<file path="src/sv/eal_pkg.sv">
// Shared constants, codes and types for the event admission rate limiter.
// No dependencies; every other file imports this package.
package eal_pkg;

   // Sizing of the key table and category space
   localparam int DEDUP_ENTRIES  = 256;
   localparam int KEY_HASH_BITS  = 32;
   localparam int NUM_CATEGORIES = 11;

   // Field widths
   localparam int CAT_W      = 4;
   localparam int SEV_W      = 3;
   localparam int KEY_W      = 32;
   localparam int TIME_W     = 48;
   localparam int VERDICT_W  = 3;
   localparam int TOKENS_W   = 10;
   localparam int MASK_W     = 11;
   localparam int CAP_W      = 10;
   localparam int REFILL_W   = 16;
   localparam int WIN_W      = 16;
   localparam int WIN_REGS   = 3;
   localparam int WIN_PER_REG = 4;

   // Key split into table index and tag
   localparam int KEY_BITS  = (KEY_HASH_BITS < KEY_W) ? KEY_HASH_BITS : KEY_W;
   localparam int IDX_W     = $clog2(DEDUP_ENTRIES);
   localparam int TAG_W     = KEY_BITS - IDX_W;
   localparam int CAT_LIMIT = (NUM_CATEGORIES < MASK_W) ? NUM_CATEGORIES : MASK_W;

   // Dedup window in milliseconds
   localparam int MS_PER_S = 1000;
   localparam int WIN_MS_W = WIN_W + $clog2(MS_PER_S);

   // Token bucket fixed point: one token is TOKEN_UNIT units
   localparam int TOKEN_UNIT = 3600000;
   localparam int LEVEL_W    = 32;
   localparam int DT_W       = 32;
   localparam int ADD_W      = DT_W + REFILL_W;

   // Whole tokens: strip the power of two, then multiply by a reciprocal
   // of the odd part that is exact for every level below 2**LEVEL_W.
   localparam int UNIT_SHIFT = 7;
   localparam int UNIT_ODD   = TOKEN_UNIT >> UNIT_SHIFT;
   localparam int DIV_X_W    = LEVEL_W - UNIT_SHIFT;
   localparam int DIV_SHIFT  = DIV_X_W + $clog2(UNIT_ODD);
   localparam longint unsigned DIV_MAGIC =
      ((64'd1 << DIV_SHIFT) + 64'(UNIT_ODD) - 64'd1) / 64'(UNIT_ODD);
   localparam int MAGIC_W    = $clog2(DIV_MAGIC + 64'd1);
   localparam int PROD_W     = DIV_X_W + MAGIC_W;

   // Register port
   localparam int PDATA_W     = 64;
   localparam int PADDR_W     = 6;
   localparam int REG_SEL_LSB = 3;

   // Reset values
   localparam logic [MASK_W-1:0]  MASK_RESET   = 11'h3FD;
   localparam logic [CAP_W-1:0]   CAP_RESET    = 10'd10;
   localparam logic [REFILL_W-1:0] REFILL_RESET = 16'd60;
   localparam logic [PDATA_W-1:0] WIN_A_RESET  = 64'h0000_0000_0000_0000;
   localparam logic [PDATA_W-1:0] WIN_B_RESET  = 64'h012C_0000_0000_0000;
   localparam logic [PDATA_W-1:0] WIN_C_RESET  = 64'h0000_0258_0000_012C;
   localparam logic [LEVEL_W-1:0] LEVEL_RESET  = LEVEL_W'(CAP_RESET) * LEVEL_W'(TOKEN_UNIT);

   typedef enum logic [VERDICT_W-1:0] {
      VERDICT_SENT         = 3'd0,
      VERDICT_GLOBAL_OFF   = 3'd1,
      VERDICT_CATEGORY_OFF = 3'd2,
      VERDICT_LOW_SEVERITY = 3'd3,
      VERDICT_DUPLICATE    = 3'd4,
      VERDICT_RATE_LIMITED = 3'd5
   } verdict_type;

   typedef enum logic [2:0] {
      REG_NOTIFY_ENABLE    = 3'd0,
      REG_CATEGORY_MASK    = 3'd1,
      REG_SEVERITY_FLOOR   = 3'd2,
      REG_BUCKET_CAPACITY  = 3'd3,
      REG_REFILL_PER_HOUR  = 3'd4,
      REG_DEDUP_WINDOWS_A  = 3'd5,
      REG_DEDUP_WINDOWS_B  = 3'd6,
      REG_DEDUP_WINDOWS_C  = 3'd7
   } reg_index_type;

   typedef struct packed {
      logic                               notify_enable;
      logic [MASK_W-1:0]                  category_enable_mask;
      logic [SEV_W-1:0]                   severity_floor;
      logic [CAP_W-1:0]                   bucket_capacity;
      logic [REFILL_W-1:0]                refill_per_hour;
      logic [WIN_REGS-1:0][PDATA_W-1:0]   dedup_windows;
      logic [LEVEL_W-1:0]                 cap_units;
   } cfg_type;

   typedef struct packed {
      logic [TAG_W-1:0]  tag;
      logic [TIME_W-1:0] time_ms;
   } entry_type;

   typedef struct packed {
      verdict_type       verdict;
      logic [TIME_W-1:0] now_ms;
   } dedup_out_type;

   typedef struct packed {
      verdict_type        verdict;
      logic [LEVEL_W-1:0] level;
   } bkt_out_type;

endpackage

</file>
<file path="src/sv/eal_bucket.sv">
// Token bucket: elapsed time, refill product, cap and spend.
// Holds bucket level, last refill time and the clock-started flag. Depends on eal_pkg.
module eal_bucket import eal_pkg::*; (
   input  logic          clock,
   input  logic          reset,
   input  cfg_type       cfg,
   input  logic          cap_write,
   input  logic          in_valid,
   output logic          in_ready,
   input  dedup_out_type in_data,
   output logic          out_valid,
   input  logic          out_ready,
   output bkt_out_type   out_data
);

   logic               s2_valid_ff, s2_valid_in;
   logic               s3_valid_ff, s3_valid_in;
   verdict_type        s2_verdict_ff, s3_verdict_ff;
   logic [DT_W-1:0]    s2_dt_ff;
   logic [ADD_W-1:0]   s3_add_ff;
   logic [LEVEL_W-1:0] level_ff, level_in;
   logic [TIME_W-1:0]  last_ms_ff, last_ms_in;
   logic               started_ff, started_in;

   logic               s2_load, s3_ready, s3_load, s3_done;
   logic [TIME_W-1:0]  dt;
   logic [DT_W-1:0]    dt_sat;
   logic [LEVEL_W:0]   sum;
   logic               full;
   logic [LEVEL_W-1:0] filled, level_after;
   verdict_type        verdict_after;

   assign s3_ready = !s3_valid_ff || out_ready;
   assign in_ready = !s2_valid_ff || s3_ready;
   assign s2_load  = in_valid && in_ready;
   assign s3_load  = s2_valid_ff && s3_ready;
   assign s3_done  = s3_valid_ff && out_ready;

   // Elapsed time since the last refill; saturate, any huge value fills the bucket unless the refill rate is zero
   always_comb begin
      dt = '0;
      if (started_ff && in_data.now_ms >= last_ms_ff)
         dt = in_data.now_ms - last_ms_ff;
      dt_sat = (|dt[TIME_W-1:DT_W]) ? '1 : dt[DT_W-1:0];
   end

   always_ff @(posedge clock) begin
      if (s2_load) begin
         s2_verdict_ff <= in_data.verdict;
         s2_dt_ff      <= dt_sat;
      end
      if (s3_load) begin
         s3_verdict_ff <= s2_verdict_ff;
         s3_add_ff     <= s2_dt_ff * cfg.refill_per_hour;
      end
   end

   // Sent events: refill, cap, then spend one token if one is left; others keep the level
   always_comb begin
      sum           = {1'b0, level_ff} + {1'b0, s3_add_ff[LEVEL_W-1:0]};
      full          = (|s3_add_ff[ADD_W-1:LEVEL_W]) || (sum >= {1'b0, cfg.cap_units});
      filled        = full ? cfg.cap_units : sum[LEVEL_W-1:0];
      level_after   = level_ff;
      verdict_after = s3_verdict_ff;
      if (s3_verdict_ff == VERDICT_SENT) begin
         if (filled < LEVEL_W'(TOKEN_UNIT)) begin
            level_after   = filled;
            verdict_after = VERDICT_RATE_LIMITED;
         end else begin
            level_after = filled - LEVEL_W'(TOKEN_UNIT);
         end
      end
   end

   always_comb begin
      level_in   = level_ff;
      last_ms_in = last_ms_ff;
      started_in = started_ff;
      if (cap_write)
         level_in = cfg.cap_units;
      else if (s3_done)
         level_in = level_after;
      if (s2_load && in_data.verdict == VERDICT_SENT) begin
         last_ms_in = in_data.now_ms;
         started_in = 1'b1;
      end
      s2_valid_in = s2_load || (s2_valid_ff && !s3_ready);
      s3_valid_in = s3_load || (s3_valid_ff && !out_ready);
   end

   always_ff @(posedge clock) begin
      if (reset) begin
         level_ff    <= LEVEL_RESET;
         last_ms_ff  <= '0;
         started_ff  <= 1'b0;
         s2_valid_ff <= 1'b0;
         s3_valid_ff <= 1'b0;
      end else begin
         level_ff    <= level_in;
         last_ms_ff  <= last_ms_in;
         started_ff  <= started_in;
         s2_valid_ff <= s2_valid_in;
         s3_valid_ff <= s3_valid_in;
      end
   end

   assign out_valid        = s3_valid_ff;
   assign out_data.verdict = verdict_after;
   assign out_data.level   = level_after;

endmodule

</file>
<file path="config.mk">
export PLATFORM = sky130hd
export DESIGN_NAME = eal_bucket
export DESIGN_NICKNAME = d
export VERILOG_FILES = /design/src/sv/eal_pkg.sv /design/src/sv/eal_bucket.sv
export SDC_FILE = /design/constraint.sdc
export NUM_CORES = 2
export LEC_CHECK = 0
export BUFFER_PORTS_ARGS = -buffer_cell sky130_fd_sc_hd__clkbuf_2
export CORE_AREA = 2 2 214 269
export DETAILED_ROUTE_END_ITERATION = 8
export DIE_AREA = 0 0 216 271
export PLACE_DENSITY_LB_ADDON = 0.08
export SYNTH_ARGS = -nofsm -noshare
export SYNTH_HDL_FRONTEND = slang
export SYNTH_SLANG_ARGS = --single-unit
</file>
<file path="constraint.sdc">
create_clock -name clock -period 6.8 [get_ports clock]
set_clock_uncertainty 0.1 [all_clocks]
set_input_delay 0.34 -clock clock [delete_from_list [all_inputs] [get_ports clock]]
set_output_delay 0.34 -clock clock [all_outputs]
set_load 0.03 [all_outputs]
</file>
==> impl_results.md <==
* Status: finished, violations left
* Failing checks: negative setup slack
* GP Congestion at 0.927
* TritonCTS Buffers at 17
* Post-synthesis async set-or-reset flop share at 0%
* Synth Area in XOR/XNOR at 2.92%
* Register-to-register setup slack at 0.11 ns
* Largest net degree at the start of global routing at 64
* Vias at 26600
* Final setup viols at 5
* Reg2reg path depth at 20
* EDFF count, synth at 86
* Vias in the first global route at 27700
* Die Y at 271 um
* Critical Path Sink Type: output pin
* Pleak at 16.5 nW
* Reg-to-reg startpoint: s2_dt_ff[19]$_SDFFCE_PP1P_
* Cells on Worst Hold Path at 3
* FP Rows at 97
* Crit-path max FO at 5
* Slew HR at 34.2%
* Post-Place Cells at 4582
* DRT antenna net count at 0
* Area grow syn2layout at 24.0%
* IO Pins at 358
* Synth warn at 0
* Worst Hold Path EP: level_ff[0]$_SDFFE_PP0P_
* Die area at 58500 um^2
* Simple-gate share of the synthesized area at 18.6%
* Place WS at -0.418 ns
* Worst Path Arrival at 6.45 ns
* Clk root buf: clkbuf_16
* Post-DR vias/cell at 5.61
* Grt ovf at 0
* Final setup margin at -0.0919 ns
* H-tree levels at 4
* First-pass DRT Iterations at 6
* Initial antenna violation count at 0
* Netlist Area Pre-Place at 29400 um^2
* Starting density of the core at 52.7%
* Total chip power at 16.1 mW
* Sequential fraction of the synthesis area at 14.4%
* Core outline area at 55800 um^2
* Clock latency on the worst-skew pair at 0.52 ns
* Crit path time final at 6.89 ns
* Syn_nets at 4472
* Die X at 216 um
* Period utilisation layout at 101%
* Post-synth cell types at 95
* Crit path kind: flop to output pin
* Power Density at 442 nW/um^2
* Worst Setup SP: s3_add_ff[0]$_DFFE_PP_
* Avg WL per Cell at 18.2 um
* Post-synthesis cell count at 3498
* IR drop worst, VDD at 0.532 mV
* Adder-cell share of the synthesized area at 38.5%
* Clock Sink Count at 169
* R2R Path End: s3_add_ff[45]$_DFFE_PP_
* WL final at 86300 um
* Post-DP HPWL at 71100 um
* CTS clk-pin slew, worst paths at 0.09 ns
* Layout Cells excl Fill at 4746
* Post-synth top flop: edfxtp_1
* CP max-delay cell: o41a_1
* Worst Hold Slack at 0.0393 ns
* Largest family of logic cells by synthesized area: adder cells
* Count of pins over their slew limit at 0
* Max-cap viol count at 0
* WP data required at 6.36 ns
* Clock buffer depth at 2
* Setup_tns at -0.123 ns
* Nets at 4964
* CTS tree: built
* Compound-cell area share of the yosys netlist at 15.3%
* Mux cell area share after synthesis at 1.23%
* Hold Crit Class: input port to flop
* Syn avg cell area at 8.41 um^2
* Unrepaired setup endpoints after global routing: true
* Layout cells sized above 1 at 20.4%
* Maximum achievable frequency at 145 MHz
* First-pass GRT wire length at 139000 um
* HP Start: cfg[0]
* Drt drc at 0
* Hold Violations, Final at 0
* Slew @ Worst Pin at 0.987 ns
* Port Buffers at 140
* Crit-path max cell delay at 0.45 ns
* Setup crit start kind: flop
* GR Util All Layers at 29.7%
* FF+latch count, synth at 169
* DRT iter0 DRCs at 1600
[metal layers]
layer,vias up,GRT usage (%),part of all wire [%]
met2,845,55.0,52
met3,222,3.74,4.6
li1,12500,-,-
met4,0,13.5,4.7
met5,-,0,0
met1,13100,34.0,38
[report_power, final]
group	internal [mW]	switching, mW
combinational	6.21	7.07
sequential	1.64	0.0879
clock	0.586	0.540
[sequential cells by signal, indices dropped and copies added, names as in the netlist, 3 cells and up]
name / cells
s2_dt_ff: 32
s3_add_ff: 48
level_ff: 32
last_ms_ff: 48
s2_verdict_ff: 3
s3_verdict_ff: 3
[synth_stat cells (all sizes together) (31+ instances only)]
| cell | count | share of area [%] |
|---|---|---|
| nand4 | 34 | 0.72 |
| nor2 | 145 | 1.8 |
| nand2 | 624 | 8.0 |
| nand3 | 53 | 0.92 |
| a21oi | 206 | 3.5 |
| edfxtp | 86 | 8.8 |
| dfxtp | 83 | 5.6 |
| fa | 420 | 29 |
| clkbuf | 153 | 2.0 |
| o21ai | 113 | 1.9 |
| inv | 518 | 6.6 |
| ha | 233 | 9.9 |
| xor2 | 34 | 1.0 |
| o21a | 31 | 0.80 |
| xnor2 | 64 | 1.9 |
| a311oi | 37 | 1.1 |
| and2 | 145 | 3.1 |
| a21o | 79 | 2.0 |
[worst max path at each step]
stage / to / slack (ns) / cells past startpoint
finish: out_data[31] / -0.09 / 29
global route: out_data[31] / -0.32 / 30
CTS: out_data[31] / -0.12 / 29
detailed placement: s3_add_ff[42]$_DFFE_PP_ / -0.42 / 26
global placement: s3_add_ff[46]$_DFFE_PP_ / -0.34 / 25
floorplan: out_data[31] / 0.02 / 30
[kinds of logic (layout without fill, tap and decap cells)]
group,count (synthesis),count (layout)
flip-flops,169,169
AO/OA/AOI/OAI,669,669
adder cells (fa/ha/maj),653,653
other,0,1
buffers and inverters,698,1203
AND/OR/NAND/NOR,1176,1176
XOR/XNOR,98,98
multiplexers,35,35
[cell type report]
cell class | count | area, um^2
fillers | 4801 | 19300
flip-flops and latches | 169 | 4240
clock inverters | 14 | 194
diodes | 1 | 2.50
well taps | 742 | 928
multi-input cells | 2631 | 23500
inverters | 518 | 1950
clock buffers | 18 | 450
repair buffers | 653 | 5200
[repair_timing]
action,CTS,global route
resized for setup,98,212
endpoints found under the setup margin,41,46
endpoints found under the hold margin,61,0
hold buffers,61,0
pin swaps,45,73
buffers inserted,44,34
[worst max-delay path: cells and delay by family, from the launching register on]
family / cells / cell delay, ns
DFF: 1 / 0.43
and+or+nand+nor: 7 / 1.10
AOI/OAI and AO/OA: 10 / 2.35
buffers and inverters: 5 / 0.59
xor gates and xnor gates: 1 / 0.07
muxes: 2 / 0.48
adders and majority gates: 4 / 0.92
[layout by cell type (no fill, tap or decap), types with 26 or more instances in the layout]
cell type and n:
buf_4 407, dlygate4sd3_1 61, o21ai_0 83, a21o_1 79, nand2_1 615, inv_1 515, and2_1 143, clkbuf_2 112
edfxtp_1 86, nand3_1 47, fa_1 415, nor3_1 26, a311oi_1 33, xnor2_1 56, ha_1 224, a21oi_1 186
xor2_1 31, nand4_1 34, dfxtp_1 83, buf_6 46, o21a_1 27, nor2_1 139
[stage by stage]
step | utilization (%) | area, um^2
floorplan | - | 29500
global placement | 59.9 | 33400
detailed placement | 59.9 | 33400
CTS | 63.5 | 35500
global route | 65.4 | 36500
finish | 65.4 | 36500
No activity file was read; power rests on OpenSTA's default activity.
