File: src/sv/eal_pkg.sv
// Shared constants, codes and types for the event admission rate limiter.
// No dependencies; every other file imports this package.
package eal_pkg;

   // Sizing of the key table and category space
   localparam int DEDUP_ENTRIES  = 256;
   localparam int KEY_HASH_BITS  = 32;
   localparam int NUM_CATEGORIES = 11;

   // Field widths
   localparam int CAT_W      = 4;
   localparam int SEV_W      = 3;
   localparam int KEY_W      = 32;
   localparam int TIME_W     = 48;
   localparam int VERDICT_W  = 3;
   localparam int TOKENS_W   = 10;
   localparam int MASK_W     = 11;
   localparam int CAP_W      = 10;
   localparam int REFILL_W   = 16;
   localparam int WIN_W      = 16;
   localparam int WIN_REGS   = 3;
   localparam int WIN_PER_REG = 4;

   // Key split into table index and tag
   localparam int KEY_BITS  = (KEY_HASH_BITS < KEY_W) ? KEY_HASH_BITS : KEY_W;
   localparam int IDX_W     = $clog2(DEDUP_ENTRIES);
   localparam int TAG_W     = KEY_BITS - IDX_W;
   localparam int CAT_LIMIT = (NUM_CATEGORIES < MASK_W) ? NUM_CATEGORIES : MASK_W;

   // Dedup window in milliseconds
   localparam int MS_PER_S = 1000;
   localparam int WIN_MS_W = WIN_W + $clog2(MS_PER_S);

   // Token bucket fixed point: one token is TOKEN_UNIT units
   localparam int TOKEN_UNIT = 3600000;
   localparam int LEVEL_W    = 32;
   localparam int DT_W       = 32;
   localparam int ADD_W      = DT_W + REFILL_W;

   // Whole tokens: strip the power of two, then multiply by a reciprocal
   // of the odd part that is exact for every level below 2**LEVEL_W.
   localparam int UNIT_SHIFT = 7;
   localparam int UNIT_ODD   = TOKEN_UNIT >> UNIT_SHIFT;
   localparam int DIV_X_W    = LEVEL_W - UNIT_SHIFT;
   localparam int DIV_SHIFT  = DIV_X_W + $clog2(UNIT_ODD);
   localparam longint unsigned DIV_MAGIC =
      ((64'd1 << DIV_SHIFT) + 64'(UNIT_ODD) - 64'd1) / 64'(UNIT_ODD);
   localparam int MAGIC_W    = $clog2(DIV_MAGIC + 64'd1);
   localparam int PROD_W     = DIV_X_W + MAGIC_W;

   // Register port
   localparam int PDATA_W     = 64;
   localparam int PADDR_W     = 6;
   localparam int REG_SEL_LSB = 3;

   // Reset values
   localparam logic [MASK_W-1:0]  MASK_RESET   = 11'h3FD;
   localparam logic [CAP_W-1:0]   CAP_RESET    = 10'd10;
   localparam logic [REFILL_W-1:0] REFILL_RESET = 16'd60;
   localparam logic [PDATA_W-1:0] WIN_A_RESET  = 64'h0000_0000_0000_0000;
   localparam logic [PDATA_W-1:0] WIN_B_RESET  = 64'h012C_0000_0000_0000;
   localparam logic [PDATA_W-1:0] WIN_C_RESET  = 64'h0000_0258_0000_012C;
   localparam logic [LEVEL_W-1:0] LEVEL_RESET  = LEVEL_W'(CAP_RESET) * LEVEL_W'(TOKEN_UNIT);

   typedef enum logic [VERDICT_W-1:0] {
      VERDICT_SENT         = 3'd0,
      VERDICT_GLOBAL_OFF   = 3'd1,
      VERDICT_CATEGORY_OFF = 3'd2,
      VERDICT_LOW_SEVERITY = 3'd3,
      VERDICT_DUPLICATE    = 3'd4,
      VERDICT_RATE_LIMITED = 3'd5
   } verdict_type;

   typedef enum logic [2:0] {
      REG_NOTIFY_ENABLE    = 3'd0,
      REG_CATEGORY_MASK    = 3'd1,
      REG_SEVERITY_FLOOR   = 3'd2,
      REG_BUCKET_CAPACITY  = 3'd3,
      REG_REFILL_PER_HOUR  = 3'd4,
      REG_DEDUP_WINDOWS_A  = 3'd5,
      REG_DEDUP_WINDOWS_B  = 3'd6,
      REG_DEDUP_WINDOWS_C  = 3'd7
   } reg_index_type;

   typedef struct packed {
      logic                               notify_enable;
      logic [MASK_W-1:0]                  category_enable_mask;
      logic [SEV_W-1:0]                   severity_floor;
      logic [CAP_W-1:0]                   bucket_capacity;
      logic [REFILL_W-1:0]                refill_per_hour;
      logic [WIN_REGS-1:0][PDATA_W-1:0]   dedup_windows;
      logic [LEVEL_W-1:0]                 cap_units;
   } cfg_type;

   typedef struct packed {
      logic [TAG_W-1:0]  tag;
      logic [TIME_W-1:0] time_ms;
   } entry_type;

   typedef struct packed {
      verdict_type       verdict;
      logic [TIME_W-1:0] now_ms;
   } dedup_out_type;

   typedef struct packed {
      verdict_type        verdict;
      logic [LEVEL_W-1:0] level;
   } bkt_out_type;

endpackage

File: src/sv/eal_resp.sv
// Result stages: hold verdict and level, convert level to whole tokens
// by reciprocal multiplication into the output register. Depends on eal_pkg.
module eal_resp import eal_pkg::*; (
   input  logic                clock,
   input  logic                reset,
   input  logic                in_valid,
   output logic                in_ready,
   input  bkt_out_type         in_data,
   output logic                rsp_valid,
   input  logic                rsp_ready,
   output logic [VERDICT_W-1:0] rsp_verdict,
   output logic                rsp_send_now,
   output logic [TOKENS_W-1:0] rsp_tokens_whole
);

   logic                 s4_valid_ff, s4_valid_in;
   bkt_out_type          s4_ff;
   logic                 out_valid_ff, out_valid_in;
   verdict_type          out_verdict_ff;
   logic [TOKENS_W-1:0]  out_tokens_ff;

   logic                 out_ready_int, s4_load, out_load;
   logic [PROD_W-1:0]    prod;

   assign out_ready_int = !out_valid_ff || rsp_ready;
   assign in_ready      = !s4_valid_ff || out_ready_int;
   assign s4_load       = in_valid && in_ready;
   assign out_load      = s4_valid_ff && out_ready_int;

   assign prod = PROD_W'(s4_ff.level[LEVEL_W-1:UNIT_SHIFT]) * PROD_W'(DIV_MAGIC);

   always_ff @(posedge clock) begin
      if (s4_load)
         s4_ff <= in_data;
      if (out_load) begin
         out_verdict_ff <= s4_ff.verdict;
         out_tokens_ff  <= prod[DIV_SHIFT +: TOKENS_W];
      end
   end

   always_comb begin
      s4_valid_in  = s4_load || (s4_valid_ff && !out_ready_int);
      out_valid_in = out_load || (out_valid_ff && !rsp_ready);
   end

   always_ff @(posedge clock) begin
      if (reset) begin
         s4_valid_ff  <= 1'b0;
         out_valid_ff <= 1'b0;
      end else begin
         s4_valid_ff  <= s4_valid_in;
         out_valid_ff <= out_valid_in;
      end
   end

   assign rsp_valid        = out_valid_ff;
   assign rsp_verdict      = out_verdict_ff;
   assign rsp_send_now     = (out_verdict_ff == VERDICT_SENT);
   assign rsp_tokens_whole = out_tokens_ff;

endmodule

File: config.mk
export PLATFORM = sky130hd
export DESIGN_NAME = eal_resp
export DESIGN_NICKNAME = d
export VERILOG_FILES = /design/src/sv/eal_pkg.sv /design/src/sv/eal_resp.sv
export SDC_FILE = /design/constraint.sdc
export NUM_CORES = 1
export LEC_CHECK = 0
export ABC_AREA = 1
export BUFFER_PORTS_ARGS = -buffer_cell sky130_fd_sc_hd__buf_2
export CAP_MARGIN = 30
export CORE_AREA = 3 3 114 225
export DETAILED_ROUTE_END_ITERATION = 12
export DIE_AREA = 0 0 117 228
export GPL_ROUTABILITY_DRIVEN = 1
export PLACE_DENSITY = 0.7
export SLEW_MARGIN = 20
export SYNTH_ARGS = -nofsm -noshare
export SYNTH_HDL_FRONTEND = slang
export SYNTH_SLANG_ARGS = --single-unit
export TNS_END_PERCENT = 20
File: constraint.sdc
create_clock -name clock -period 15.1 [get_ports clock]
set_input_delay 2.265 -clock clock [delete_from_list [all_inputs] [get_ports clock]]
set_output_delay 2.265 -clock clock [all_outputs]
set_load 0.005 [all_outputs]
==> results of run 1 <==
## sequential cells by signal (all words and copies together) (netlist names)
register,count
rsp_valid,1
rsp_verdict,3
s4_valid_ff,1
s4_ff,28
rsp_tokens_whole,10
## final cells by class
class                   instances  area [sq um]  share of cell area [%]
clock inverters                 3         71.32                  0.5136
well taps                     287         359.1                   2.586
flip-flops and latches         43          1271                   9.155
clock buffers                   5         125.1                  0.9011
repair buffers                 49         250.2                   1.802
multi-input cells            1016          9849                   70.93
inverters                     522          1959                   14.11
## metrics by stage
step,utilization [%],instances,setup slack [ns],hold slack [ns],area [sq um]
2_1_floorplan,-,1581,9.549,0.4003,13080
3_3_place_gp,56.95,1916,8.757,0.4033,13680
3_5_place_dp,56.98,1917,8.692,0.4142,13690
4_1_cts,57.80,1925,8.685,0.4310,13890
5_1_grt,57.80,1925,8.411,0.4369,13890
6_report,57.80,1925,8.695,0.4293,13890
## layer usage
layer / up-vias / share of wire, % / track usage (%)
li1: 4754 / - / -
met1: 4704 / 31 / 24.51
met2: 174 / 60 / 51.51
met3: 98 / 2.0 / 1.777
met4: 0 / 6.9 / 14.71
met5: - / 0 / 0
## Yosys cell counts (all sizes together) (4+ instances only)
master,n,area (sq um)
edfxtp,41,1231
fa,204,4084
xor2,4,35.03
nand2,355,1340
inv,522,1959
nor3,8,40.04
a21oi,27,135.1
a21o,5,37.54
nand3,29,145.1
nand4,12,75.07
nor2,72,277.8
ha,287,3591
## placed cells by master, fill, tap and decap left out, types with 4 or more instances in the layout
cell	n
nand2_1	352
inv_1	522
a21o_1	5
nand4_1	12
buf_2	47
xor2_1	4
edfxtp_1	41
nor3_1	8
fa_1	204
nor2_1	69
ha_1	287
clkbuf_16	5
a21oi_1	27
nand3_1	29
## cells by family after synthesis
group,after synthesis,share of synthesized area (%)
AND/OR/NAND/NOR,484,14.74
AO/OA/AOI/OAI,34,1.416
buffers and inverters,522,14.98
flip-flops,43,9.719
adder cells (fa/ha/maj),491,58.68
XOR/XNOR,7,0.4687
## critical path, stage by stage, from the launching register on
cell and delay [ns]:
edfxtp_1 0.75, inv_1 0.29, fa_1 0.55, fa_1 0.56
inv_1 0.06, fa_1 0.48, fa_1 0.63, fa_1 0.48
fa_1 0.51, inv_1 0.05, fa_1 0.47, inv_1 0.05
ha_1 0.30, nand2_1 0.09, nor2_1 0.15, inv_1 0.08
nor2_1 0.21, nand2_1 0.09, nor2_1 0.09, nand2_1 0.08
nand4_1 0.09, nand2_1 0.09
## path summary, 6_finish.rpt
| check | startpoint | to | slack, ns | cells past startpoint |
|---|---|---|---|---|
| min reg2reg | s4_ff[32] | rsp_verdict[0] | 0.43 | 0 |
| max | s4_ff[21] | rsp_tokens_whole[8] | 8.70 | 21 |
| min | s4_ff[32] | rsp_verdict[0] | 0.43 | 0 |
| max reg2reg | s4_ff[21] | rsp_tokens_whole[8] | 8.70 | 21 |
==> results.yml, run 1 <==
grt:
  grt_max_degree: 29
  grt.total_usage_pct: 25.92
  grt_antenna_before_repair: 0
  grt_pass1_vias: 10860
  grt_first_pass_wirelength_mm: 51.98
  grt_overflow_total: 0
logic_synthesis:
  synth_async_sr_flop_share_pct: 0
  ys_types: 21
  postSynthAreaPerCell_sq_um: 8.273
  synth.net_count: 2111
  syn_inst: 1581
  synth-edff-count: 41
  synth_area_sq_mm: 0.01308
  ys_warn_count: 0
  yosysSeqAreaShare_pct: 9.719
  ys_ff_latch: 43
  ys.flop_type: "edfxtp_1"
layout:
  area_delta_synth_final_pct: 6.160
  n_antenna_cell: 0
  layout-drive-gt1-share_pct: 4.029
  final_nets: 2167
  nFillCells: 2233
worst_hold_path:
  worst_hold_path_type: "reg -> reg"
sta:
  period_share_pct: 42.41
  tns_ns: 0
  fin_crit_ns: 6.405
  rsz0062_at_grt: "no"
  slew_headroom_pct: 51.58
  skew_ns: 0.01424
  clock.fmax_mhz: 156.1
  drv_slew: 0
  tightestPinTransition_ns: 0.7264
  hold_viol: 0
  setup_viol: 0
clocking:
  clockBufferDepth: 2
  tritoncts: "built"
  cts-root-buf: "clkbuf_16"
  h-tree-depth: 2
  cts.sinks: 43
  clk_latency_ns: 0.32
  cts_hold_buf: 0
  cts_resized: 0
  post_cts.repair.setup_buffers: 0
  clk_pin_slew_ns: 0.07
  cts_buffers: 5
critical_path:
  cp-start-kind: "flip-flop"
  path_max_fanout: 10
  cp.arrival_ns: 6.46
  end_kind: "flip-flop"
  required_ns: 15.16
  timing_worst_setup_path_type: "reg -> reg"
floorplan:
  dieArea_sq_mm: 0.02668
  fp.dieW_um: 117
  die_y_um: 228
  io_pins: 55
  initial_core_util_pct: 54.45
  num_rows: 80
  core_area_sq_mm: 0.02402
routing:
  drtAntennaViolNets: 0
  drt_iter0_markers: 331
  drt-total-wl_mm: 32.15
  drc: 0
  vias_per_cell: 5.055
  dr.pass1.iters: 5
  wl_per_cell_um: 16.70
  vias: 9730
status:
  status: "finished clean"
place:
  numPortBuffers: 47
  gp_congestion: 0.9145
  dp_hpwl_mm: 29.14
run:
  maxCapViolations: 0
Power of run 1 is not shown: default switching activity piles up to over one toggle a cycle in this logic, so the estimate is an artifact.
==> run 2, diff against run 1 <==
- clock period: 15.1 -> 6.2 ns (I/O delays scaled with it)
==> results.yml, run 2 (same netlist as run 1, synthesis figures left out) <==
status:
  status: "finished clean"
critical_path:
  critPathTopFamily: "adder cells"
  crit_top_cell: "fa_1"
  worst_path_max_delay_cell: "fa_1"
  cpPeakStageDelay_ns: 0.56
  cp.arrival_ns: 5.95
  cp_cell_sequence: "fa_1, fa_1, inv_1, fa_1, inv_1, fa_1, fa_1, fa_1, inv_1, fa_1, inv_1, ha_1, nand2_1, nor2_1, inv_1, nor2_1, nand2_1, nor2_1, nand2_1, nand4_1, nand2_1"
  timing_worst_setup_path_type: "reg -> reg"
  required_ns: 6.26
  cp-start-kind: "flip-flop"
  end_kind: "flip-flop"
  path_buf_inv: 5
  reg2regPathDepth: 21
  cp_num_cells: 21
  path_max_fanout: 3
sta:
  tightestPinTransition_ns: 0.7645
  tns_ns: 0
  rsz0062_at_grt: "no"
  slew_headroom_pct: 49.04
  drv_slew: 0
  fin_ws_ns: 0.3100
  fin_crit_ns: 5.890
  hold_ws_ns: 0.4211
  skew_ns: 0.01593
  clock.fmax_mhz: 169.8
  setup_viol: 0
  period_share_pct: 95.00
  hold_viol: 0
place:
  dp_hpwl_mm: 29.54
  post-place-ws_ns: 0.3380
  numPortBuffers: 47
  gp_congestion: 0.9296
layout:
  fin_util_pct: 58.52
  final_cell_mix: "inv_1 (522), nand2_1 (352), ha_1 (287)"
  final_nets: 2190
  area_delta_synth_final_pct: 7.481
  layout-drive-gt1-share_pct: 5.358
  regMostFlops: "s4_ff"
  n_antenna_cell: 0
  final_common_cell: "inv_1"
  largest_reg_flops: 28
routing:
  vias_per_cell: 5.021
  drt-total-wl_mm: 32.12
  drtAntennaViolNets: 0
  dr.pass1.iters: 6
  drc: 0
  vias: 9780
  drt_iter0_markers: 386
  wl_per_cell_um: 16.49
run:
  maxCapViolations: 0
grt:
  grt_use_met3_pct: 1.883
  busiest_layer: "met2"
  grt_overflow_total: 0
  grt_pass1_vias: 10760
  grt_use_met1_pct: 25.31
  grt_max_degree: 26
  gr-usage-met2_pct: 50.62
  grt_antenna_before_repair: 0
  grt.total_usage_pct: 25.93
  grt_first_pass_wirelength_mm: 52.23
clocking:
  cts.sinks: 43
  tritoncts: "built"
  clk_latency_ns: 0.32
  h-tree-depth: 2
  cts_buffers: 5
  cts-root-buf: "clkbuf_16"
  cts_hold_buf: 0
  clk_pin_slew_ns: 0.09
  post_cts.repair.setup_buffers: 0
  clockBufferDepth: 2
  cts_resized: 0
floorplan:
  initial_core_util_pct: 54.45
  io_pins: 55
  die_y_um: 228
  core_area_sq_mm: 0.02402
  dieArea_sq_mm: 0.02668
  fp.dieW_um: 117
  num_rows: 80
worst_hold_path:
  worst_hold_path_type: "reg -> reg"
  hold_depth: 0
## run 2: cell count changes in the layout (fill, tap and decap cells not counted)
cell and change:
buf_4 +23
## run 2: final cells by class
type	instances	area, sq um
tap	287	359.1
multi-input combinational	1016	9849
clock buffer	5	125.1
fill	2200	9965
sequential	43	1271
inverter	522	1959
clock inverter	3	71.32
timing repair buffer	72	422.9
## run 2: worst paths after layout
kind	from	endpoint	slack (ns)
max	s4_ff[17]	rsp_tokens_whole[8]	0.31
min	s4_ff[33]	rsp_verdict[1]	0.42
max reg2reg	s4_ff[17]	rsp_tokens_whole[8]	0.31
min reg2reg	s4_ff[33]	rsp_verdict[1]	0.42
## run 2: worst reg2reg max path: cells and delay by family (launching register included)
family	cells	cell delay, ns
flip-flops	1	0.50
AND/OR/NAND/NOR	8	0.90
adder cells (fa/ha/maj)	8	3.93
buffers and inverters	5	0.29
## run 2: routing by layer
| metal | vias up | wire (um) | part of all wire (%) |
|---|---|---|---|
| li1 | 4813 | - | - |
| met2 | 181 | 18850 | 59 |
| met5 | - | 0 | 0 |
| met1 | 4691 | 10450 | 33 |
| met3 | 95 | 640 | 2.0 |
| met4 | 0 | 2177 | 6.8 |
## run 2: through the flow
stage                     std cells  cell area, sq um
after detailed placement       1940             13860
final                          1948             14060
after CTS                      1948             14060
after global routing           1948             14060
after global placement         1939             13850
after floorplan                1581             13080
Power of run 2 is left out for the same reason.
==> run 3, diff against run 2 <==
- CORE_AREA: 3 3 114 225 -> 3 3 166 330
- DIE_AREA: 0 0 117 228 -> 0 0 169 333
- PLACE_DENSITY: 0.7 -> 0.38
==> results.yml, run 3 (same netlist as run 1, synthesis figures left out) <==
sta:
  rsz0062_at_grt: "no"
  skew_ns: 0.01443
  hold_ws_ns: 0.4216
  period_share_pct: 95.83
  setup_viol: 0
  tns_ns: 0
  fin_crit_ns: 5.941
  tightestPinTransition_ns: 0.7560
  drv_slew: 0
  hold_viol: 0
  clock.fmax_mhz: 168.3
  slew_headroom_pct: 49.60
floorplan:
  core_area_sq_mm: 0.05256
  die_y_um: 333
  initial_core_util_pct: 24.89
  dieArea_sq_mm: 0.05628
  io_pins: 55
  num_rows: 119
  fp.dieW_um: 169
run:
  maxCapViolations: 0
place:
  gp_congestion: 0.8337
  place_area_sq_mm: 0.01449
  numPortBuffers: 47
  dp_hpwl_mm: 38.30
critical_path:
  cp-start-kind: "flip-flop"
  cp.arrival_ns: 6.00
  end_kind: "flip-flop"
  required_ns: 6.26
  timing_worst_setup_path_type: "reg -> reg"
  worst_path_max_delay_cell: "fa_1"
  path_buf_inv: 6
  crit_top_cell: "fa_1"
  critPathTopFamily: "adder cells"
  cp_cell_sequence: "buf_4, ha_1, inv_2, fa_1, fa_1, fa_1, fa_1, inv_1, fa_1, inv_1, fa_1, inv_1, ha_1, nand2_1, nor2_2, inv_1, nor2_2, nand2_1, nor2_1, nand2_1, nand4_1, nand2_1"
  path_max_fanout: 3
  cp_num_cells: 22
  reg2regPathDepth: 22
  cpPeakStageDelay_ns: 0.56
routing:
  drt-total-wl_mm: 40.95
  dr.pass1.iters: 5
  wl_per_cell_um: 17.45
  vias: 9654
  vias_per_cell: 4.113
  drt_iter0_markers: 202
  drtAntennaViolNets: 0
  drc: 0
layout:
  stdcell_area_sq_mm: 0.01470
  nFillCells: 5711
  final_nets: 2211
  largest_reg_flops: 28
  final_common_cell: "inv_1"
  area_delta_synth_final_pct: 12.40
  layout-drive-gt1-share_pct: 6.897
  final_cell_mix: "inv_1 (521), nand2_1 (352), ha_1 (287)"
  regMostFlops: "s4_ff"
  n_antenna_cell: 0
clocking:
  cts_buffers: 5
  cts-root-buf: "clkbuf_16"
  cts_hold_buf: 0
  clk_pin_slew_ns: 0.09
  tritoncts: "built"
  h-tree-depth: 2
  cts_resized: 0
  post_cts.repair.setup_buffers: 0
  cts.sinks: 43
  clk_latency_ns: 0.33
  clockBufferDepth: 2
grt:
  grt.total_usage_pct: 14.97
  grt_antenna_before_repair: 0
  grt_max_degree: 26
  grt_pass1_vias: 10810
  grt_first_pass_wirelength_mm: 61.77
  grt_overflow_total: 0
status:
  status: "finished clean"
worst_hold_path:
  hold_depth: 0
  worst_hold_path_type: "reg -> reg"
-- run 3: cell count changes in the layout (fill, tap and decap cells not counted) --
cell | previous run | this run
buf_4 | 25 | 46
nor2_1 | 69 | 66
nor2_2 | 3 | 6
fa_1 | 204 | 202
fa_2 | 0 | 2
inv_1 | 522 | 521
inv_2 | 0 | 1
-- run 3: metrics by stage --
step / utilization (%) / worst slack (ns) / cells
2_1_floorplan: - / 0.6488 / 1581
3_3_place_gp: 27.57 / 0.07170 / 2339
3_5_place_dp: 27.57 / 0.06128 / 2339
4_1_cts: 27.95 / 0.03020 / 2347
5_1_grt: 27.97 / 0.006750 / 2347
6_report: 27.97 / 0.2587 / 2347
-- run 3: path summary, 6_finish.rpt --
kind | startpoint | to | slack (ns)
setup / recovery | s4_ff[14] | rsp_tokens_whole[8] | 0.26
setup reg to reg | s4_ff[14] | rsp_tokens_whole[8] | 0.26
hold / removal | s4_ff[33] | rsp_verdict[1] | 0.42
hold reg to reg | s4_ff[33] | rsp_verdict[1] | 0.42
-- run 3: per-layer routing --
layer / share of wire, % / track usage (%) / vias up / wire length, um
li1: - / - / 4840 / -
met1: 30 / 12.68 / 4667 / 12170
met2: 65 / 33.48 / 94 / 26540
met3: 0.79 / 0.5708 / 53 / 325
met4: 4.7 / 6.861 / 0 / 1920
met5: 0 / 0 / - / 0
-- run 3: final cells by class --
| class | count | area [sq um] | area share [%] |
|---|---|---|---|
| repair buffers | 93 | 580.6 | 3.949 |
| multi-input cells | 1016 | 9862 | 67.08 |
| inverters | 522 | 1959 | 13.33 |
| clock buffers | 5 | 125.1 | 0.8511 |
| flip-flops and latches | 43 | 1271 | 8.647 |
| well taps | 665 | 832.0 | 5.660 |
| clock inverters | 3 | 71.32 | 0.4851 |
Power of run 3 is left out for the same reason.
