<file path="src/sv/eal_pkg.sv">
// Shared constants, codes and types for the event admission rate limiter.
// No dependencies; every other file imports this package.
package eal_pkg;

   // Sizing of the key table and category space
   localparam int DEDUP_ENTRIES  = 256;
   localparam int KEY_HASH_BITS  = 32;
   localparam int NUM_CATEGORIES = 11;

   // Field widths
   localparam int CAT_W      = 4;
   localparam int SEV_W      = 3;
   localparam int KEY_W      = 32;
   localparam int TIME_W     = 48;
   localparam int VERDICT_W  = 3;
   localparam int TOKENS_W   = 10;
   localparam int MASK_W     = 11;
   localparam int CAP_W      = 10;
   localparam int REFILL_W   = 16;
   localparam int WIN_W      = 16;
   localparam int WIN_REGS   = 3;
   localparam int WIN_PER_REG = 4;

   // Key split into table index and tag
   localparam int KEY_BITS  = (KEY_HASH_BITS < KEY_W) ? KEY_HASH_BITS : KEY_W;
   localparam int IDX_W     = $clog2(DEDUP_ENTRIES);
   localparam int TAG_W     = KEY_BITS - IDX_W;
   localparam int CAT_LIMIT = (NUM_CATEGORIES < MASK_W) ? NUM_CATEGORIES : MASK_W;

   // Dedup window in milliseconds
   localparam int MS_PER_S = 1000;
   localparam int WIN_MS_W = WIN_W + $clog2(MS_PER_S);

   // Token bucket fixed point: one token is TOKEN_UNIT units
   localparam int TOKEN_UNIT = 3600000;
   localparam int LEVEL_W    = 32;
   localparam int DT_W       = 32;
   localparam int ADD_W      = DT_W + REFILL_W;

   // Whole tokens: strip the power of two, then multiply by a reciprocal
   // of the odd part that is exact for every level below 2**LEVEL_W.
   localparam int UNIT_SHIFT = 7;
   localparam int UNIT_ODD   = TOKEN_UNIT >> UNIT_SHIFT;
   localparam int DIV_X_W    = LEVEL_W - UNIT_SHIFT;
   localparam int DIV_SHIFT  = DIV_X_W + $clog2(UNIT_ODD);
   localparam longint unsigned DIV_MAGIC =
      ((64'd1 << DIV_SHIFT) + 64'(UNIT_ODD) - 64'd1) / 64'(UNIT_ODD);
   localparam int MAGIC_W    = $clog2(DIV_MAGIC + 64'd1);
   localparam int PROD_W     = DIV_X_W + MAGIC_W;

   // Register port
   localparam int PDATA_W     = 64;
   localparam int PADDR_W     = 6;
   localparam int REG_SEL_LSB = 3;

   // Reset values
   localparam logic [MASK_W-1:0]  MASK_RESET   = 11'h3FD;
   localparam logic [CAP_W-1:0]   CAP_RESET    = 10'd10;
   localparam logic [REFILL_W-1:0] REFILL_RESET = 16'd60;
   localparam logic [PDATA_W-1:0] WIN_A_RESET  = 64'h0000_0000_0000_0000;
   localparam logic [PDATA_W-1:0] WIN_B_RESET  = 64'h012C_0000_0000_0000;
   localparam logic [PDATA_W-1:0] WIN_C_RESET  = 64'h0000_0258_0000_012C;
   localparam logic [LEVEL_W-1:0] LEVEL_RESET  = LEVEL_W'(CAP_RESET) * LEVEL_W'(TOKEN_UNIT);

   typedef enum logic [VERDICT_W-1:0] {
      VERDICT_SENT         = 3'd0,
      VERDICT_GLOBAL_OFF   = 3'd1,
      VERDICT_CATEGORY_OFF = 3'd2,
      VERDICT_LOW_SEVERITY = 3'd3,
      VERDICT_DUPLICATE    = 3'd4,
      VERDICT_RATE_LIMITED = 3'd5
   } verdict_type;

   typedef enum logic [2:0] {
      REG_NOTIFY_ENABLE    = 3'd0,
      REG_CATEGORY_MASK    = 3'd1,
      REG_SEVERITY_FLOOR   = 3'd2,
      REG_BUCKET_CAPACITY  = 3'd3,
      REG_REFILL_PER_HOUR  = 3'd4,
      REG_DEDUP_WINDOWS_A  = 3'd5,
      REG_DEDUP_WINDOWS_B  = 3'd6,
      REG_DEDUP_WINDOWS_C  = 3'd7
   } reg_index_type;

   typedef struct packed {
      logic                               notify_enable;
      logic [MASK_W-1:0]                  category_enable_mask;
      logic [SEV_W-1:0]                   severity_floor;
      logic [CAP_W-1:0]                   bucket_capacity;
      logic [REFILL_W-1:0]                refill_per_hour;
      logic [WIN_REGS-1:0][PDATA_W-1:0]   dedup_windows;
      logic [LEVEL_W-1:0]                 cap_units;
   } cfg_type;

   typedef struct packed {
      logic [TAG_W-1:0]  tag;
      logic [TIME_W-1:0] time_ms;
   } entry_type;

   typedef struct packed {
      verdict_type       verdict;
      logic [TIME_W-1:0] now_ms;
   } dedup_out_type;

   typedef struct packed {
      verdict_type        verdict;
      logic [LEVEL_W-1:0] level;
   } bkt_out_type;

endpackage

</file>
<file path="src/sv/eal_csr.sv">
// Configuration registers behind the APB-style port, with read-back.
// Depends on eal_pkg.
module eal_csr import eal_pkg::*; (
   input  logic               clock,
   input  logic               reset,
   input  logic               psel,
   input  logic               penable,
   input  logic               pwrite,
   input  logic [PADDR_W-1:0] paddr,
   input  logic [PDATA_W-1:0] pwdata,
   output logic [PDATA_W-1:0] prdata,
   output logic               pready,
   output cfg_type            cfg,
   output logic               cap_write
);

   cfg_type       cfg_ff, cfg_in;
   logic          cap_write_ff, cap_write_in;
   logic          wr_en;
   reg_index_type sel;

   assign pready = 1'b1;
   assign wr_en  = psel && penable && pwrite;
   assign sel    = reg_index_type'(paddr[PADDR_W-1:REG_SEL_LSB]);

   always_comb begin
      cfg_in       = cfg_ff;
      cap_write_in = 1'b0;
      if (wr_en) begin
         case (sel)
            REG_NOTIFY_ENABLE:   cfg_in.notify_enable = pwdata[0];
            REG_CATEGORY_MASK:   cfg_in.category_enable_mask = pwdata[MASK_W-1:0];
            REG_SEVERITY_FLOOR:  cfg_in.severity_floor = pwdata[SEV_W-1:0];
            REG_BUCKET_CAPACITY: begin
               cfg_in.bucket_capacity = pwdata[CAP_W-1:0];
               cfg_in.cap_units = LEVEL_W'(pwdata[CAP_W-1:0] * LEVEL_W'(TOKEN_UNIT));
               cap_write_in = 1'b1;
            end
            REG_REFILL_PER_HOUR: cfg_in.refill_per_hour = pwdata[REFILL_W-1:0];
            REG_DEDUP_WINDOWS_A: cfg_in.dedup_windows[0] = pwdata;
            REG_DEDUP_WINDOWS_B: cfg_in.dedup_windows[1] = pwdata;
            REG_DEDUP_WINDOWS_C: cfg_in.dedup_windows[2] = pwdata;
            default: ;
         endcase
      end
   end

   always_ff @(posedge clock) begin
      if (reset) begin
         cfg_ff.notify_enable        <= 1'b0;
         cfg_ff.category_enable_mask <= MASK_RESET;
         cfg_ff.severity_floor       <= '0;
         cfg_ff.bucket_capacity      <= CAP_RESET;
         cfg_ff.refill_per_hour      <= REFILL_RESET;
         cfg_ff.dedup_windows[0]     <= WIN_A_RESET;
         cfg_ff.dedup_windows[1]     <= WIN_B_RESET;
         cfg_ff.dedup_windows[2]     <= WIN_C_RESET;
         cfg_ff.cap_units            <= LEVEL_RESET;
         cap_write_ff                <= 1'b0;
      end else begin
         cfg_ff       <= cfg_in;
         cap_write_ff <= cap_write_in;
      end
   end

   always_comb begin
      case (sel)
         REG_NOTIFY_ENABLE:   prdata = PDATA_W'(cfg_ff.notify_enable);
         REG_CATEGORY_MASK:   prdata = PDATA_W'(cfg_ff.category_enable_mask);
         REG_SEVERITY_FLOOR:  prdata = PDATA_W'(cfg_ff.severity_floor);
         REG_BUCKET_CAPACITY: prdata = PDATA_W'(cfg_ff.bucket_capacity);
         REG_REFILL_PER_HOUR: prdata = PDATA_W'(cfg_ff.refill_per_hour);
         REG_DEDUP_WINDOWS_A: prdata = cfg_ff.dedup_windows[0];
         REG_DEDUP_WINDOWS_B: prdata = cfg_ff.dedup_windows[1];
         REG_DEDUP_WINDOWS_C: prdata = cfg_ff.dedup_windows[2];
         default:             prdata = '0;
      endcase
   end

   assign cfg       = cfg_ff;
   assign cap_write = cap_write_ff;

endmodule

</file>
<file path="config.mk">
export PLATFORM = sky130hd
export DESIGN_NAME = eal_csr
export DESIGN_NICKNAME = d
export VERILOG_FILES = /design/src/sv/eal_pkg.sv /design/src/sv/eal_csr.sv
export SDC_FILE = /design/constraint.sdc
export NUM_CORES = 1
export LEC_CHECK = 0
export BUFFER_PORTS_ARGS = -buffer_cell sky130_fd_sc_hd__buf_4
export CAP_MARGIN = 30
export CORE_UTILIZATION = 45
export CTS_CLUSTER_SIZE = 20
export DETAILED_ROUTE_END_ITERATION = 10
export GPL_ROUTABILITY_DRIVEN = 0
export PLACE_DENSITY = 0.67
export REMOVE_ABC_BUFFERS = 1
export SYNTH_ARGS = -nofsm -noshare
export SYNTH_HDL_FRONTEND = slang
export SYNTH_SLANG_ARGS = --single-unit
</file>
<file path="constraint.sdc">
create_clock -name clock -period 12.4 [get_ports clock]
set_input_delay 1.86 -clock clock [delete_from_list [all_inputs] [get_ports clock]]
set_output_delay 1.86 -clock clock [all_outputs]
set_load 0.1 [all_outputs]
</file>
==> results of run 1 <==
-- per-layer routing --
metal,up-vias,part of all wire (%),global-route usage (%)
met4,0,3.0,10.1
met3,80,7.6,6.11
met5,-,0,0
li1,6407,-,-
met2,554,49,52.8
met1,6690,41,37.7
-- Yosys cell counts, types with 6 or more instances --
cell type / n
mux2i_1: 30
nor2_1: 86
nand2_1: 492
mux2_2: 40
inv_1: 92
a22oi_1: 37
o211ai_1: 12
a21oi_1: 243
a31oi_1: 6
nor3_1: 13
nand3_1: 40
buf_4: 11
o21a_1: 6
o21ai_0: 13
xnor2_1: 9
ha_1: 66
dfxtp_1: 257
buf_2: 8
clkbuf_1: 100
fa_1: 55
buf_1: 7
mux4_2: 10
and3_1: 8
-- stage by stage --
| step | power (mW) | util [%] | cell area [um2] | setup slack, ns |
|---|---|---|---|---|
| after floorplan | 1.78 | - | 13400 | 4.58 |
| after global placement | 2.06 | 56.8 | 17000 | 5.71 |
| after detailed placement | 2.09 | 56.9 | 17000 | 5.66 |
| after CTS | 3.04 | 60.5 | 18100 | 5.67 |
| after global routing | 3.22 | 60.5 | 18100 | 5.49 |
| final | 3.04 | 60.5 | 18100 | 5.60 |
-- kinds of logic after synthesis --
logic type,Yosys count
DFF,257
adders and majority gates,121
muxes,80
and+or+nand+nor,672
buffers and inverters,219
AOI/OAI and AO/OA,362
other,2
xor gates and xnor gates,13
-- worst max path at each step --
stage          depth (start not counted)  slack (ns)    endpoint
6_report                               7        5.60  prdata[28]
4_1_cts                                7        5.67   prdata[1]
2_1_floorplan                          4        4.58   prdata[8]
5_1_grt                                7        5.49  prdata[28]
3_5_place_dp                           7        5.66   prdata[1]
3_3_place_gp                           7        5.71   prdata[1]
-- power by group --
part | internal (mW) | switching [mW] | total, mW
clock | 0.589 | 0.367 | 0.956
sequential | 0.834 | 0.00686 | 0.841
combinational | 0.465 | 0.775 | 1.24
total | 1.89 | 1.15 | 3.04
-- final cells by class --
class                           instances  area (um2)  area share [%]
Inverter                               93         349            1.93
Multi-Input combinational cell       1256        7960            43.9
Timing Repair Buffer                  409        3090            17.1
Clock buffer                           36         811            4.48
Clock inverter                         16         268            1.48
Sequential cell                       257        5140            28.4
Antenna cell                            1        2.50          0.0138
Tap cell                              390         488            2.69
-- worst reg2reg max path, delay by kind of cell, from the launching register on --
| kind | cells | cell delay [ns] |
|---|---|---|
| AND/OR/NAND/NOR | 1 | 0.09 |
| AO/OA/AOI/OAI | 1 | 0.16 |
| flip-flops | 1 | 0.43 |
-- sequential cells by signal, summed over array words and instances (netlist names) --
register and flops:
cap_write 1, cfg 256
==> summary.md, run 1 <==
| Metric | Value |
|---|---|
| Syn avg cell area | `8.04 um2` |
| F_max | `between 100 and 150 MHz` |
| CTS buffer count | `28` |
| Critical Path Max Stage Delay | `slightly below 0.6 ns` |
| RR Startpoint | `cfg[131]` |
| Setup TNS | `0 ns` |
| Worst-margin pin slew | `between 1 and 1.5 ns` |
| Slew Viols, Final | `0` |
| Post-DR wirelength/cell | `20.3 um` |
| Xor and xnor area share after synthesis | `0.821%` |
| Die Ht | `178 um` |
| Seq cells post-synth | `257` |
| Drt first pass iters | `5` |
| Post-synth EDFFs | `0` |
| Routed WL | `49,900 um` |
| DRT iter0 DRCs | `971` |
| Finished Layout Cells | `2,458` |
| Reg2reg path depth | `2` |
| Max Clock Skew | `0 ns` |
| Via Count | `13,700` |
| CP arrival | `between 4 and 5 ns` |
| Final Hold Vio Count | `0` |
| Leakage power | `7.90 nW` |
| Worst hold slack | `0.458 ns` |
| Antenna-violating nets left | `0` |
| Unique masters post-synth | `60` |
| Crit path kind | `in2out` |
| Post-synthesis sequential area ratio | `37.1%` |
| Post-synth top flop | `dfxtp_1` |
| Async set or reset register ratio after synthesis | `0%` |
| NumNets Final | `2,241` |
| Reg-to-reg endpoint | `cfg[131]` |
| Placed cell count | `2,405` |
| Largest net degree at the start of global routing | `86` |
| GRT Residual Overflow | `0` |
| Worst Setup SP | `paddr[4]` |
| FP Rows | `63` |
| GRT Resource Usage Total | `30.5%` |
| Clk root buf | `clkbuf_16` |
| Hold depth | `2` |
| Most used cell, CP | `buf_4` |
| CTS Sinks | `between 200 and 300` |
| Netlist Area Pre-Place | `13,900 um2` |
| Share of the synthesized area in the top cell type | `37.1%` |
| Clock transition at path regs | `about 0.07 ns` |
| H-tree levels | `1` |
| Post-DP HPWL | `around 35,000 um` |
| Max FO, Critical Path | `42` |
| Final critical-path required period | `6.80 ns` |
| Layout cell share with drive strength beyond 1 | `roughly 26%` |
| PwrDens | `around 170 nW/um2` |
| Result of the run | `finished, final reports clean` |
| Initial antenna violation count | `1` |
| I/O pin count | `406` |
| Slew HR | `30.6%` |
| Top cells by area, synth | `dfxtp_1, nand2_1, a21oi_1, fa_1, ha_1` |
| Post-route DRC | `0` |
| Synthesized netlist cell count | `1,726` |
| Port Buffers | `a little under 400` |
| CP required | `between 10 and 15 ns` |
| Area growth from synthesis to final layout | `30.5%` |
| Hold Path Class | `reg2reg` |
| CP cell instances | `buf_4 > clkinv_1 > nor2_4 > buf_4 > a22oi_1 > nor2_1 > buf_4` |
| Final period util | `54.9%` |
| Peak VDD IR | `approximately 0.14 mV` |
| Ys Warns | `0` |
| RSZ-0062 raised after global routing | `no` |
| HP Start | `cfg[19]` |
| Simple-gate share of the synthesized area | `19.6%` |
| Max clock buf depth | `3` |
| Worst-Skew Late Latency | `0.57 ns` |
| Vias in the first global route | `12,800` |
| Max_cap viols | `0` |
| Post-synthesis mux area share | `7.03%` |
| Largest family of logic cells by synthesized area | `simple AND/OR/NAND/NOR gates` |
| Resize count post-CTS | `0` |
| Die area | `31,500 um2` |
| First-pass GRT wire length | `roughly 74,000 um` |
| Compound-gate portion of the synthesized area | `15.2%` |
| Most frequent cells in the layout | `nand2_1, buf_4, dfxtp_1` |
| Setup Viol. Count Final | `0` |
| R2R Setup Slk | `11.65 ns` |
| Critical path launch point type | `input pin` |
| CTS tree | `done` |
| Yosys top cell by area | `dfxtp_1` |
| Worst setup EP type | `output pin` |
| Starting Density | `between 40% and 50%` |
| Postcts setup bufs | `0` |
| Total core area | `approximately 30,000 um2` |
| Crit path buf inv count | `4` |
| Hold buffers post-CTS | `0` |
| Hold worst-path end | `cfg[19]` |
| # fillers | `about 2,800` |
| CP max stage cell | `nor2_4` |
| Die width | `roughly 180 um` |
| Vias per inst | `approximately 5.6` |
| Leading cell type in the layout, fill and taps excluded | `nand2_1` |
| Delay-heaviest family, CP | `buffers and inverters` |
| Post-Synth Adder-Cell Area | `13.9%` |
(Power assumes the default switching activity.)
==> inputs of run 2 (changes only) <==
--- a/config.mk
+++ b/config.mk
@@ -5,13 +5,14 @@
 export SDC_FILE = /design/constraint.sdc
 export NUM_CORES = 1
 export LEC_CHECK = 0
+export ABC_AREA = 1
 export BUFFER_PORTS_ARGS = -buffer_cell sky130_fd_sc_hd__buf_4
 export CAP_MARGIN = 30
 export CORE_UTILIZATION = 45
 export CTS_CLUSTER_SIZE = 20
 export DETAILED_ROUTE_END_ITERATION = 10
 export GPL_ROUTABILITY_DRIVEN = 0
-export PLACE_DENSITY = 0.67
+export PLACE_DENSITY = 0.7
 export REMOVE_ABC_BUFFERS = 1
 export SYNTH_ARGS = -nofsm -noshare
 export SYNTH_HDL_FRONTEND = slang
==> constraint.sdc (replaced) <==
create_clock -name clock -period 6.24 [get_ports clock]
set_input_delay 0.936 -clock clock [delete_from_list [all_inputs] [get_ports clock]]
set_output_delay 0.936 -clock clock [all_outputs]
set_load 0.1 [all_outputs]
==> summary.md, run 2 <==
| Metric | Value |
|---|---|
| Layout cell share with drive strength beyond 1 | `around a fifth` |
| Worst hold slack | `around 0.48 ns` |
| DRT iter0 DRCs | `between 1,000 and 1,500` |
| Max Clock Skew | `0 ns` |
| DP Area | `16,700 um2` |
| Most frequent cells in the layout | `nor2_1, buf_4, nand2_1` |
| Post-synthesis sequential area ratio | `between 30% and 40%` |
| Post-synth EDFFs | `0` |
| Syn avg cell area | `7.25 um2` |
| Die Ht | `176 um` |
| Post-DR wirelength/cell | `around 19 um` |
| Most numerous cell in the Yosys netlist | `nor2_1` |
| Worst-margin pin slew | `1.06 ns` |
| Clock transition at path regs | `0.06 ns` |
| FP Rows | `63` |
| Yosys top cell by area | `dfxtp_1` |
| I/O pin count | `between 400 and 500` |
| GRT Resource Usage Total | `30.8%` |
| Post-synth top flop | `dfxtp_1` |
| PwrDens | `344 nW/um2` |
| CTS Sinks | `257` |
| Max reg flops | `256` |
| Share of the synthesized area in the top cell type | `37.6%` |
| R2R Setup Slk | `5.49 ns` |
| Crit path kind | `in2reg` |
| Top cells by area, synth | `dfxtp_1, nor2_1, nand2_1, fa_1, ha_1` |
| Setup TNS | `0 ns` |
| NumNets Final | `~2,400` |
| Initial antenna violation count | `2` |
| Max_cap viols | `0` |
| Port Buffers | `between 300 and 400` |
| Final instance area | `~18,000 um2` |
| Setup Viol. Count Final | `0` |
| Post-DP HPWL | `~35,000 um` |
| CTS tree | `done` |
| Slew HR | `~29%` |
| Post-synth top cells | `nor2_1, nand2_1, dfxtp_1` |
| Antenna-violating nets left | `0` |
| Max clock buf depth | `3` |
| Area growth from synthesis to final layout | `29.9%` |
| RSZ-0062 raised after global routing | `no` |
| Peak VDD IR | `~0.35 mV` |
| Final Hold Vio Count | `0` |
| Seq cells post-synth | `approximately 260` |
| GRT Residual Overflow | `0` |
| Routed WL | `49,200 um` |
| Final period util | `around 77%` |
| Async set or reset register ratio after synthesis | `0%` |
| Netlist Area Pre-Place | `13,700 um2` |
| Post-Route Utilization | `59.7%` |
| Max FO, Critical Path | `10` |
| Clk root buf | `clkbuf_16` |
| Result of the run | `finished, final reports clean` |
| Hold Path Class | `reg2reg` |
| Worst-Skew Late Latency | `0.56 ns` |
| Postcts setup bufs | `0` |
| Largest net degree at the start of global routing | `112` |
| Critical path launch point type | `input pin` |
| Synthesized netlist cell count | `1,887` |
| CP arrival | `5.24 ns` |
| F_max | `approximately 210 MHz` |
| Resize count post-CTS | `0` |
| Leading cell type in the layout, fill and taps excluded | `nor2_1` |
| Via Count | `14,000` |
| Slew Viols, Final | `0` |
| Vias per inst | `5.29` |
| First-pass GRT wire length | `74,900 um` |
| Hold buffers post-CTS | `0` |
| Tot Pwr | `6.12 mW` |
| Die width | `176 um` |
| Die area | `roughly 31,000 um2` |
| Vias in the first global route | `13,000` |
| Unique masters post-synth | `39` |
| Total core area | `29,800 um2` |
| Final critical-path required period | `around 4.8 ns` |
| CP required | `6.69 ns` |
| Leakage power | `about 9.1 nW` |
| H-tree levels | `1` |
| Worst setup EP type | `flip-flop` |
| Ys Warns | `0` |
| Post-route DRC | `0` |
| Drt first pass iters | `8` |
| CTS buffer count | `28` |
| Starting Density | `45.9%` |
run 2: cell types whose count changed in the layout (fill, tap and decap cells not counted), sizes merged, moves of 9 or more:
cell,before,now
a22oi,37,22
and3,9,0
nand2,493,352
nor3,13,4
nor2,86,436
nand4,3,13
mux4,10,0
inv,92,164
o21ai,13,222
mux2,40,0
mux2i,30,0
nand3,41,106
a21oi,243,49
run 2: worst paths after layout:
kind / startpoint / to / depth (start not counted)
max: pwdata[7] / cfg[27] / 20
min reg2reg: cfg[12] / cfg[12] / 2
min: cfg[12] / cfg[12] / 2
max reg2reg: cfg[108] / cfg[108] / 2
run 2: where the power goes:
part / internal (mW) / switching [mW] / total (mW) / leakage, nW
clock: 1.14 / 0.705 / 1.85 / 0.508
sequential: 1.66 / 0.0177 / 1.68 / 2.08
combinational: 0.857 / 1.73 / 2.59 / 6.55
run 2: layout make-up:
type	count	area, um2
multi-input cells	1363	7370
fillers	2755	12000
diodes	3	7.51
flip-flops and latches	257	5140
clock inverters	12	239
repair buffers	409	3100
well taps	390	488
clock buffers	37	795
inverters	167	632
run 2: cells by family (layout without fill, tap and decap cells):
group	Yosys count	after routing	share of synthesized area, %
DFF	257	257	37.6
other	2	11	0.0549
AOI/OAI and AO/OA	310	310	12.1
buffers and inverters	273	625	8.77
and+or+nand+nor	917	917	27.0
adders and majority gates	121	121	14.1
xor gates and xnor gates	7	7	0.448
run 2: critical path, stage by stage:
cell     delay (ns)
buf_4          0.16
fa_1           0.54
inv_1          0.05
fa_1           0.54
inv_1          0.08
fa_1           0.50
fa_1           0.50
inv_1          0.05
fa_1           0.48
inv_1          0.04
ha_1           0.33
nand2_1        0.12
nor2_1         0.26
nand3_1        0.11
nand3_1        0.16
nand2_1        0.10
nand3_1        0.08
nand3_1        0.08
nand2_1        0.09
inv_1          0.04
run 2: routing by layer:
layer,part of all wire (%),GRT usage [%],up-vias
li1,-,-,6679
met5,0,0,-
met3,7.8,6.01,116
met2,48,52.0,616
met1,40,38.0,6544
met4,4.7,13.6,0
run 2: per-stage QoR:
step,std cells,setup WS (ns)
3_5_place_dp,2586,0.884
4_1_cts,2635,1.44
6_report,2638,1.45
5_1_grt,2637,1.20
3_3_place_gp,2584,0.901
2_1_floorplan,1787,1.45
